--- src/sv/tcd_pkg.sv ---
// ----------------------------------------------------------------------------
// tcd_pkg
// Shared types and constants of the timestamp to calendar date converter.
// ----------------------------------------------------------------------------
`default_nettype none

package tcd_pkg;

  // Division by a constant multiplies by a rounded-up reciprocal of its odd
  // factor after the power-of-two factor has been shifted off.
  // 86400 = 128 * 675: the day count is bits 50:35 of the product.
  localparam logic [25:0] DayRecip  = 26'd50903317;
  // 3600 = 16 * 225: the hour is bits 25:21 of the product.
  localparam logic [13:0] HourRecip = 14'd9321;
  // 60 = 4 * 15: the minute is bits 19:14 of the product.
  localparam logic [10:0] MinRecip  = 11'd1093;

  localparam logic [32:0] DaySecs  = 33'd86400;
  localparam logic [16:0] HourSecs = 17'd3600;
  localparam logic [11:0] MinSecs  = 12'd60;

  localparam logic [11:0] BaseYear      = 12'd1970;
  localparam logic [6:0]  BaseYearMod100 = 7'd70;
  localparam logic [8:0]  BaseYearMod400 = 9'd370;
  // 1970-01-01 was a Thursday; weekday index 0 is Sunday.
  localparam logic [2:0]  BaseWeekday   = 3'd4;
  localparam logic [3:0]  LastMonth     = 4'd11;
  localparam logic [3:0]  February      = 4'd1;

  typedef struct packed {
    logic load;
    logic save_days;
    logic save_tod;
    logic year_step;
    logic month_step;
    logic save_hour;
    logic save_hrem;
    logic save_min;
    logic finish;
  } tcd_cmd_t;

  typedef struct packed {
    logic year_done;
    logic month_done;
  } tcd_sts_t;

  function automatic logic [4:0] month_days(input logic [3:0] m, input logic leap);
    logic [4:0] d;
    begin
      unique case (m)
        4'd1:                      d = leap ? 5'd29 : 5'd28;
        4'd3, 4'd5, 4'd8, 4'd10:   d = 5'd30;
        default:                   d = 5'd31;
      endcase
      return d;
    end
  endfunction

  // Weekday index plus a small step, wrapped to 0..6.
  function automatic logic [2:0] wd_add(input logic [2:0] w, input logic [1:0] a);
    logic [3:0] s;
    begin
      s = {1'b0, w} + {2'b00, a};
      if (s >= 4'd7) begin
        s = s - 4'd7;
      end
      return s[2:0];
    end
  endfunction

  // Remainder by seven of a value up to 36.
  function automatic logic [2:0] mod7_small(input logic [5:0] v);
    logic [5:0] r;
    begin
      r = v;
      for (int i = 0; i < 5; i++) begin
        if (r >= 6'd7) begin
          r = r - 6'd7;
        end
      end
      return r[2:0];
    end
  endfunction

endpackage

`default_nettype wire

--- src/sv/tcd_dpath.sv ---
// ----------------------------------------------------------------------------
// tcd_dpath
// Reciprocal dividers, year and month walkers, and result registers.
// ----------------------------------------------------------------------------
`default_nettype none

module tcd_dpath import tcd_pkg::*; (
  input  wire logic        clk_i,
  input  wire logic        rst_ni,
  input  wire logic [31:0] epoch_seconds_i,
  input  wire tcd_cmd_t    cmd_i,
  output tcd_sts_t         sts_o,
  output logic             done_o,
  output logic [5:0]       second_o,
  output logic [5:0]       minute_o,
  output logic [4:0]       hour_o,
  output logic [2:0]       weekday_o,
  output logic [4:0]       day_of_month_o,
  output logic [3:0]       month_o,
  output logic [11:0]      year_o
);

  logic [31:0] rem_q, rem_d;
  logic [15:0] days_q, days_d;
  logic [11:0] year_q, year_d;
  logic [6:0]  y100_q, y100_d;
  logic [8:0]  y400_q, y400_d;
  logic [2:0]  wd_q, wd_d;
  logic [3:0]  mon_q, mon_d;
  logic [4:0]  hr_q, hr_d;
  logic [5:0]  mn_q, mn_d;
  logic        done_q;
  logic [5:0]  sec_q, min_q;
  logic [4:0]  hour_q, dom_q;
  logic [2:0]  wday_q;
  logic [3:0]  month_q;
  logic [11:0] yout_q;

  logic        leap;
  logic [8:0]  ylen;
  logic [4:0]  mlen;
  logic [50:0] day_prod;
  logic [32:0] day_secs;
  logic [25:0] hr_prod;
  logic [16:0] hr_secs;
  logic [19:0] mn_prod;
  logic [11:0] mn_secs;
  logic [11:0] sec_val;

  // The register holds the seconds word, then the time of day, then the
  // seconds left within the hour.
  assign day_prod = {26'd0, rem_q[31:7]} * {25'd0, DayRecip};
  assign day_secs = {17'd0, days_q} * DaySecs;
  assign hr_prod  = {13'd0, rem_q[16:4]} * {12'd0, HourRecip};
  assign hr_secs  = {12'd0, hr_q} * HourSecs;
  assign mn_prod  = {10'd0, rem_q[11:2]} * {9'd0, MinRecip};
  assign mn_secs  = {6'd0, mn_q} * MinSecs;
  assign sec_val  = rem_q[11:0] - mn_secs;

  assign leap = (year_q[1:0] == 2'b00) && ((y100_q != 7'd0) || (y400_q == 9'd0));
  assign ylen = leap ? 9'd366 : 9'd365;
  assign mlen = month_days(mon_q, leap);

  assign sts_o.year_done  = days_q < 16'(ylen);
  assign sts_o.month_done = (mon_q == LastMonth) || (days_q < 16'(mlen));

  always_comb begin
    rem_d  = rem_q;
    days_d = days_q;
    year_d = year_q;
    y100_d = y100_q;
    y400_d = y400_q;
    wd_d   = wd_q;
    mon_d  = mon_q;
    hr_d   = hr_q;
    mn_d   = mn_q;

    if (cmd_i.load) begin
      rem_d  = epoch_seconds_i;
      year_d = BaseYear;
      y100_d = BaseYearMod100;
      y400_d = BaseYearMod400;
      wd_d   = BaseWeekday;
      mon_d  = '0;
    end else begin
      if (cmd_i.save_days) begin
        days_d = day_prod[50:35];
      end
      if (cmd_i.save_tod) begin
        rem_d = rem_q - day_secs[31:0];
      end
      if (cmd_i.year_step && !sts_o.year_done) begin
        days_d = days_q - 16'(ylen);
        year_d = year_q + 12'd1;
        y100_d = (y100_q == 7'd99) ? 7'd0 : y100_q + 7'd1;
        y400_d = (y400_q == 9'd399) ? 9'd0 : y400_q + 9'd1;
        wd_d   = wd_add(wd_q, leap ? 2'd2 : 2'd1);
      end
      if (cmd_i.month_step && !sts_o.month_done) begin
        days_d = days_q - 16'(mlen);
        mon_d  = mon_q + 4'd1;
        // Month lengths 28 to 31 advance the weekday by their two low bits.
        wd_d   = wd_add(wd_q, mlen[1:0]);
      end
      if (cmd_i.save_hour) begin
        hr_d = hr_prod[25:21];
      end
      if (cmd_i.save_hrem) begin
        rem_d = rem_q - {15'd0, hr_secs};
      end
      if (cmd_i.save_min) begin
        mn_d = mn_prod[19:14];
      end
    end
  end

  always_ff @(posedge clk_i) begin
    rem_q  <= rem_d;
    days_q <= days_d;
    year_q <= year_d;
    y100_q <= y100_d;
    y400_q <= y400_d;
    wd_q   <= wd_d;
    mon_q  <= mon_d;
    hr_q   <= hr_d;
    mn_q   <= mn_d;
  end

  always_ff @(posedge clk_i or negedge rst_ni) begin
    if (!rst_ni) begin
      done_q <= 1'b0;
    end else begin
      done_q <= cmd_i.finish;
    end
  end

  // Result word is held until the next conversion finishes.
  always_ff @(posedge clk_i) begin
    if (cmd_i.finish) begin
      sec_q   <= sec_val[5:0];
      min_q   <= mn_q;
      hour_q  <= hr_q;
      wday_q  <= mod7_small(6'(wd_q) + {1'b0, days_q[4:0]}) + 3'd1;
      dom_q   <= days_q[4:0] + 5'd1;
      month_q <= mon_q + 4'd1;
      yout_q  <= year_q;
    end
  end

  assign done_o         = done_q;
  assign second_o       = sec_q;
  assign minute_o       = min_q;
  assign hour_o         = hour_q;
  assign weekday_o      = wday_q;
  assign day_of_month_o = dom_q;
  assign month_o        = month_q;
  assign year_o         = yout_q;

endmodule

`default_nettype wire

--- src/sv/tcd_ctrl.sv ---
// ----------------------------------------------------------------------------
// tcd_ctrl
// Sequencer: day split, year walk, month walk, hour, minute and second split.
// ----------------------------------------------------------------------------
`default_nettype none

module tcd_ctrl import tcd_pkg::*; (
  input  wire logic     clk_i,
  input  wire logic     rst_ni,
  input  wire logic     start_i,
  input  wire tcd_sts_t sts_i,
  output tcd_cmd_t      cmd_o,
  output logic          busy_o
);

  typedef enum logic [8:0] {
    S_IDLE  = 9'b000000001,
    S_DAYS  = 9'b000000010,
    S_TOD   = 9'b000000100,
    S_YEAR  = 9'b000001000,
    S_MONTH = 9'b000010000,
    S_HOUR  = 9'b000100000,
    S_HREM  = 9'b001000000,
    S_MIN   = 9'b010000000,
    S_SEC   = 9'b100000000
  } state_e;

  state_e state_q, state_d;

  always_comb begin
    state_d = state_q;
    cmd_o   = '0;

    unique case (state_q)
      S_IDLE: begin
        if (start_i) begin
          cmd_o.load = 1'b1;
          state_d    = S_DAYS;
        end
      end
      S_DAYS: begin
        cmd_o.save_days = 1'b1;
        state_d         = S_TOD;
      end
      S_TOD: begin
        cmd_o.save_tod = 1'b1;
        state_d        = S_YEAR;
      end
      S_YEAR: begin
        cmd_o.year_step = 1'b1;
        if (sts_i.year_done) begin
          state_d = S_MONTH;
        end
      end
      S_MONTH: begin
        cmd_o.month_step = 1'b1;
        if (sts_i.month_done) begin
          state_d = S_HOUR;
        end
      end
      S_HOUR: begin
        cmd_o.save_hour = 1'b1;
        state_d         = S_HREM;
      end
      S_HREM: begin
        cmd_o.save_hrem = 1'b1;
        state_d         = S_MIN;
      end
      S_MIN: begin
        cmd_o.save_min = 1'b1;
        state_d        = S_SEC;
      end
      S_SEC: begin
        cmd_o.finish = 1'b1;
        state_d      = S_IDLE;
      end
      default: begin
        state_d = S_IDLE;
      end
    endcase
  end

  always_ff @(posedge clk_i or negedge rst_ni) begin
    if (!rst_ni) begin
      state_q <= S_IDLE;
    end else begin
      state_q <= state_d;
    end
  end

  assign busy_o = state_q != S_IDLE;

  a_start_enters_days: assert property (@(posedge clk_i) disable iff (!rst_ni)
    (start_i && state_q == S_IDLE) |=> state_q == S_DAYS)
    else $error("accepted word did not start the day split");

  a_finish_returns_idle: assert property (@(posedge clk_i) disable iff (!rst_ni)
    cmd_o.finish |=> state_q == S_IDLE)
    else $error("sequencer did not return to idle after finishing");

  a_year_walk_holds: assert property (@(posedge clk_i) disable iff (!rst_ni)
    (state_q == S_YEAR && !sts_i.year_done) |=> state_q == S_YEAR)
    else $error("year walk left before the remaining days fit in one year");

  a_state_onehot: assert property (@(posedge clk_i) disable iff (!rst_ni)
    $onehot(state_q))
    else $error("sequencer state is not one-hot");

endmodule

`default_nettype wire

--- src/sv/timestamp_to_calendar_date.sv ---
// ----------------------------------------------------------------------------
// timestamp_to_calendar_date
// Converts seconds since 1970-01-01 UTC into Gregorian date and time of day.
// ----------------------------------------------------------------------------
// A word is taken when start_i is high while busy_o is low; busy_o then stays
// high until the conversion is complete. The result appears on the output
// ports together with a one-cycle done_o strobe, and it is not held off by
// the receiver, so capture it on that cycle (the ports keep their value until
// the next result, but only the strobe marks it). A conversion first splits
// the day count from the time of day, then walks the years from 1970 and the
// months one step at a time, then splits hour, minute and second; the year
// walk takes most of the time from acceptance to the strobe. busy_o drops on
// the strobe cycle, so the next word may be accepted there.
`default_nettype none

module timestamp_to_calendar_date import tcd_pkg::*; (
  input  wire logic        clk_i,
  input  wire logic        rst_ni,
  input  wire logic        start_i,
  output logic             busy_o,
  input  wire logic [31:0] epoch_seconds_i,
  output logic             done_o,
  output logic [5:0]       second_o,
  output logic [5:0]       minute_o,
  output logic [4:0]       hour_o,
  output logic [2:0]       weekday_o,
  output logic [4:0]       day_of_month_o,
  output logic [3:0]       month_o,
  output logic [11:0]      year_o
);

  tcd_cmd_t cmd;
  tcd_sts_t sts;

  tcd_ctrl u_ctrl (
    .clk_i   (clk_i),
    .rst_ni  (rst_ni),
    .start_i (start_i),
    .sts_i   (sts),
    .cmd_o   (cmd),
    .busy_o  (busy_o)
  );

  tcd_dpath u_dpath (
    .clk_i           (clk_i),
    .rst_ni          (rst_ni),
    .epoch_seconds_i (epoch_seconds_i),
    .cmd_i           (cmd),
    .sts_o           (sts),
    .done_o          (done_o),
    .second_o        (second_o),
    .minute_o        (minute_o),
    .hour_o          (hour_o),
    .weekday_o       (weekday_o),
    .day_of_month_o  (day_of_month_o),
    .month_o         (month_o),
    .year_o          (year_o)
  );

endmodule

`default_nettype wire
--- config.mk ---
export PLATFORM = sky130hd
export DESIGN_NAME = timestamp_to_calendar_date
export DESIGN_NICKNAME = d
export VERILOG_FILES = /design/src/sv/tcd_pkg.sv /design/src/sv/tcd_dpath.sv /design/src/sv/tcd_ctrl.sv /design/src/sv/timestamp_to_calendar_date.sv
export SDC_FILE = /design/constraint.sdc
export NUM_CORES = 1
export LEC_CHECK = 0
export BUFFER_PORTS_ARGS = -buffer_cell sky130_fd_sc_hd__buf_2
export CAP_MARGIN = 15
export CORE_MARGIN = 8
export CORE_UTILIZATION = 66
export DETAILED_ROUTE_END_ITERATION = 6
export GPL_TIMING_DRIVEN = 0
export PLACE_DENSITY_LB_ADDON = 0.08
export SKIP_CTS_REPAIR_TIMING = 1
export SYNTH_ARGS = -nofsm -noshare
export SYNTH_HDL_FRONTEND = slang
export SYNTH_HIERARCHICAL = 1
export SYNTH_SLANG_ARGS = --single-unit
--- constraint.sdc ---
create_clock -name clk_i -period 8 [get_ports clk_i]
set_clock_uncertainty 0.1 [all_clocks]
set_input_delay 1.6 -clock clk_i [delete_from_list [all_inputs] [get_ports clk_i]]
set_output_delay 1.6 -clock clk_i [all_outputs]
set_load 0.05 [all_outputs]
; Yosys cells after proc, flatten, opt, wreduce, memory -nomap -nowiden
; Index checks and enable logic that the tools add are counted.
[classes]
n_mul = 6
eq_ne = 21
n_mux = 40
order_cmp = 9
reduce_logical = 18
addsub = 21
n_bitwise = 1
[op_table]
columns = op, count
row1 = 32-bit 2-to-1 mux, 3
row2 = 9-bit one-hot mux with 8 select lines, 1
row3 = 25-bit by 26-bit multiplier with 51-bit output (second input constant), 1
row4 = 16-bit 2-to-1 mux, 3
row5 = 6-bit 2-to-1 mux, 8
row6 = 9-bit 2-to-1 mux, 4
row7 = 32-bit by 17-bit subtractor with 32-bit output, 1
row8 = 32-bit subtractor, 1
row9 = 6-bit by 3-bit >= comparator with 1-bit output (second input constant), 5
row10 = 13-bit by 14-bit multiplier with 26-bit output (second input constant), 1
row11 = 16-bit by 10-bit multiplier with 25-bit output (second input constant), 1
row12 = 6-bit by 3-bit subtractor with 6-bit output (second input constant), 4
row13 = 10-bit by 11-bit multiplier with 20-bit output (second input constant), 1
row14 = 9-bit equality test (second input constant), 2
row15 = 3-bit 2-to-1 mux, 6
row16 = 16-bit by 5-bit < comparator with 1-bit output, 1
row17 = 16-bit by 9-bit < comparator with 1-bit output, 1
row18 = 16-bit by 5-bit subtractor with 16-bit output, 1
row19 = 16-bit by 9-bit subtractor with 16-bit output, 1
row20 = 5-bit by 8-bit multiplier with 13-bit output (second input constant), 1
row21 = 12-bit by 1-bit adder with 12-bit output (second input constant), 1
row22 = 4-bit equality test (second input constant), 3
row23 = 1-bit 2-to-1 mux, 11
row24 = 5-bit one-hot mux with 2 select lines, 1
row25 = 40 further kinds, 53
[word_totals]
ff_bits = 145
in_bits = 35
elab_cells = 134
out_inout_bits = 43

; Longest topological paths before layout
[depth]
depth_word = 17
depth_mapped = 29
mapped_depth_nobuf = 29

; Hierarchy
; Netlist, hierarchy kept.
[by_module_without_submodules]
columns = mod, n_inst, area_each_um2, seq_area_each_um2, cells_each
row1 = tcd_dpath, 1, 24762.5, 3728.6, 2536
row2 = tcd_ctrl, 1, 558.0, 226.5, 53

; Least setup slack after synthesis
; OpenSTA, ideal clock, no wires.
[synth_timing]
path_type = reg2reg
from = reg u_dpath.rem_q[26]
to = reg u_dpath.days_q[15], data pin
setup_time_ns = 0.259
required_ns = 7.641
path_buffers = 0
synth_period_minus_slack_ns = 7.013
t_arrival_ns = 6.654
setup_slack_ns = 0.987
path_stages_with_launch = 25
cell_sequence = edfxtp_1 > fa_1 > ha_1 > inv_1 > fa_1 > inv_1 > fa_1 > inv_1 > fa_1 > inv_1 > fa_1 > fa_1 > ha_1 > nand4_1 > or3_1 > nor2_1 > o211ai_1 > o32ai_1 > o21ai_0 > a311o_1 > o21ai_0 > nor4_1 > o41a_1 > xnor2_1 > a21oi_1
[synth_via]
elab_chain_len = 4
[synth_rtl]
columns = element, line_no
row1 = "start, declared", tcd_dpath.sv:23  ; logic [31:0] rem_q, rem_d;
row2 = "start signal, assigned", tcd_dpath.sv:118  ; rem_q <= rem_d;
row3 = 25-bit by 26-bit multiplier with 51-bit output, tcd_dpath.sv:52  ; assign day_prod = {26'd0, rem_q[31:7]} * {25'd0, DayRecip};
row4 = 16-bit 2-to-1 mux, tcd_dpath.sv:86  ; if (cmd_i.save_days) begin
row5 = 16-bit 2-to-1 mux, tcd_dpath.sv:92  ; if (cmd_i.year_step && !sts_o.year_done) begin
row6 = 16-bit 2-to-1 mux, tcd_dpath.sv:99  ; if (cmd_i.month_step && !sts_o.month_done) begin
row7 = "end signal, assigned", tcd_dpath.sv:119  ; days_q <= days_d;
row8 = "end, declared", tcd_dpath.sv:24  ; logic [15:0] days_q, days_d;
; No other way between the ends. The select of a mux whose other input is x is not followed.
; A chain may end at the register's enable or synchronous reset.

; Worst setup path after layout
[layout_timing]
from = reg u_dpath.rem_q[29]
to = reg u_dpath.days_q[15], data pin
; Same word-level chain as after synthesis.

==> impl_metrics.tcl <==
set metrics [dict create \
    grt_pass1_vias 19414 \
    core_um2 37800 \
    fmax_ghz 0.129 \
    synth_cell_type_count 108 \
    num_io_pins 78 \
    die_h_um 212 \
    drt_iter0_markers 1440 \
    final_common_cell "ha_1" \
    cts_tree "done" \
    h-tree-depth 4 \
    clock_sinks 145 \
    cp-end-kind "flip-flop" \
    synth_fp_nets 3467 \
    synth_mux_area_frac 0.00949 \
    start_util 0.671 \
    synthArstFlopShare 0.0690 \
    finalSetupViolations 0 \
    wl_um 64200 \
    syn_inst 2589 \
    maxCapViolations 0 \
    syn-mean-instance-area_um2 9.78 \
    routabilityCongestion 0.922 \
    synth_flop_cell "edfxtp_1" \
    overflow 0 \
    syn-cell-area_um2 25300 \
    period_share 0.968 \
    dp_cells 3179 \
    hpwl_um 52000 \
    critical_path_class "reg2reg" \
    cts_root_buffer "clkbuf_16" \
    cp_max_fo 8 \
    drv_slew 0 \
    grt_use_total 0.285 \
    cp.arrival_ns 7.82 \
    synth-seq-area-share 0.156 \
    required_ns 8.08 \
    ys_ff_latch 145 \
    synth_edf_count 100 \
    fin_crit_ns 7.74 \
    rsz0062_at_grt "yes" \
    wl_per_cell_um 19.3 \
    synth_simple_gate_area_frac 0.0915 \
    synthAdderAreaFrac 0.494 \
    worst_slew_pin_slew_ns 1.17 \
    synthXorXnorAreaFrac 0.0520 \
    synth_compound_area_frac 0.113 \
    yosys_warnings 6 \
    slew-limit-headroom 0.220 \
    portBuffers 77 \
    clkSlewWorstSetupHoldPaths_ns 0.07 \
    insertion_delay_ns 0.44 \
    dieArea_um2 44900 \
    first_pass_iters 6 \
    rows 71 \
    hold_class "reg2reg" \
    grt_max_degree 32 \
    fin_cells 3329 \
    final_cell_mix "ha_1 (581), inv_1 (528), fa_1 (260)" \
    drc 0 \
    die_x_um 212 \
    via_count 19342 \
    diodes 0 \
    hold_viol 0 \
    worstSetupStartpointType "flip-flop" \
    drtAntennaViolNets 0 \
    synthToLayoutAreaGrowth_pct 10.8 \
    status "complete, no violations" \
    layout.nets 3683 \
    clock_path_buffers 2 \
    grt_pass1_wl_um 100000 \
    numCtsBuffers 17 \
    antenna_found_initial 0 \
    drive_gt1_frac 0.108 \
    routed_via_density 5.81 \
    synth_top_family_by_area "adder cells" \
]
## routing by layer
| layer | GRT usage | share of wire | wire [um] | vias up |
|---|---|---|---|---|
| met1 | 0.370 | 0.42 | 27300 | 9408 |
| met4 | 0.0944 | 0.030 | 1900 | 0 |
| li1 | - | - | - | 9205 |
| met2 | 0.475 | 0.48 | 30800 | 621 |
| met3 | 0.0535 | 0.066 | 4220 | 108 |
| met5 | 0 | 0 | 0 | - |
## registers in the layout, indices dropped and copies added (netlist names), 4 cells and up
name and count:
u_ctrl/state_q 9, u_dpath/day_of_month_o 5, u_dpath/days_q 16, u_dpath/hour_o 5
u_dpath/hr_q 5, u_dpath/minute_o 6, u_dpath/mn_q 6, u_dpath/mon_q 4
u_dpath/month_o 4, u_dpath/rem_q 32, u_dpath/second_o 6, u_dpath/y100_q 7
u_dpath/y400_q 9, u_dpath/year_o 12, u_dpath/year_q 12
## kinds of logic (layout without fill, tap and decap cells)
family / after synthesis / count (layout)
compound gates: 425 / 425
xor+xnor: 148 / 148
fa+ha+maj: 843 / 843
buf+inv: 566 / 795
flops: 145 / 145
mux: 21 / 21
simple gates: 441 / 441
## stage by stage
step	setup slack, ns	util	TNS, ns	cell area [um2]	hold slack [ns]
after floorplan	0.987	-	0	25300	0.300
after global placement	-0.834	0.698	-2.27	26300	0.302
after detailed placement	-0.952	0.699	-2.91	26400	0.308
after CTS	-0.972	0.715	-3.03	27000	0.326
after global routing	-0.152	0.743	-0.209	28000	0.347
final	0.257	0.743	0	28000	0.323
## final cells by class
cell class,instances,area (um2)
plain buffers,36,153
clock buffers,17,425
clock inverters,15,193
fillers,2744,9710
inverters,530,1990
multi-input cells,1878,19300
flip-flops and latches,145,3960
well taps,511,639
repair buffers,197,1380
## synthesized netlist by cell type, types with 5 or more instances
| cell | count | area [um2] |
|---|---|---|
| a21boi_0 | 6 | 45.0 |
| xor2_1 | 57 | 499 |
| o31ai_1 | 5 | 37.5 |
| a211oi_1 | 17 | 128 |
| a221oi_1 | 8 | 70.1 |
| a31oi_1 | 9 | 56.3 |
| mux2_2 | 9 | 101 |
| a311oi_1 | 8 | 70.1 |
| nand4_1 | 16 | 100 |
| edfxtp_1 | 100 | 3000 |
| a21o_1 | 46 | 345 |
| inv_1 | 528 | 1980 |
| dfrtp_1 | 9 | 225 |
| and3_1 | 25 | 156 |
| and4_1 | 7 | 61.3 |
| nor4_1 | 9 | 56.3 |
| o21a_1 | 8 | 60.1 |
| a21oi_1 | 127 | 636 |
| nor2b_1 | 16 | 100 |
| and2_1 | 14 | 87.6 |
| clkbuf_1 | 30 | 113 |
| nor2_1 | 112 | 420 |
| o22ai_1 | 10 | 62.6 |
| nand3_1 | 40 | 200 |
| o21bai_1 | 22 | 165 |
| xnor2_1 | 89 | 780 |
| nand3b_1 | 5 | 37.5 |
| nand2b_1 | 28 | 175 |
| mux2i_1 | 8 | 80.1 |
| or3_1 | 14 | 87.6 |
| a211o_1 | 9 | 78.8 |
| fa_1 | 260 | 5200 |
| o21ai_0 | 77 | 385 |
| nand2_1 | 94 | 353 |
| o211ai_1 | 6 | 45.0 |
| dfxtp_1 | 35 | 701 |
| nor3_1 | 22 | 110 |
| ha_1 | 583 | 7290 |
## critical path, stage by stage, from the launching register on
cell      delay (ns)
edfxtp_1        0.61
fa_1            0.61
inv_1           0.05
fa_1            0.47
fa_1            0.55
inv_1           0.06
fa_1            0.52
fa_1            0.52
fa_1            0.49
ha_1            0.32
ha_2            0.44
nand4_1         0.18
or3_4           0.46
nor2_1          0.10
o211ai_1        0.14
o32ai_4         0.14
buf_12          0.16
o21ai_0         0.10
a311o_1         0.39
o21ai_4         0.23
nor4_1          0.09
o41a_1          0.44
xnor2_2         0.21
a21oi_1         0.10
## final timing paths
kind / startpoint / end / slack [ns] / depth (start not counted)
worst max register to register: u_dpath/rem_q[29] / u_dpath/days_q[15] / 0.26 / 23
worst max-delay path: u_dpath/rem_q[29] / u_dpath/days_q[15] / 0.26 / 23
worst min register to register: u_dpath/mn_q[4] / u_dpath/minute_o[4] / 0.32 / 0
max in group asynchronous: rst_ni / u_ctrl/state_q[0] / 6.62 / 1
min in group asynchronous: rst_ni / u_dpath/done_o / 0.91 / 1
worst min-delay path: u_dpath/mn_q[4] / u_dpath/minute_o[4] / 0.32 / 0
Power is not shown: default switching activity piles up to over one toggle a cycle in this logic, so the estimate is an artifact.
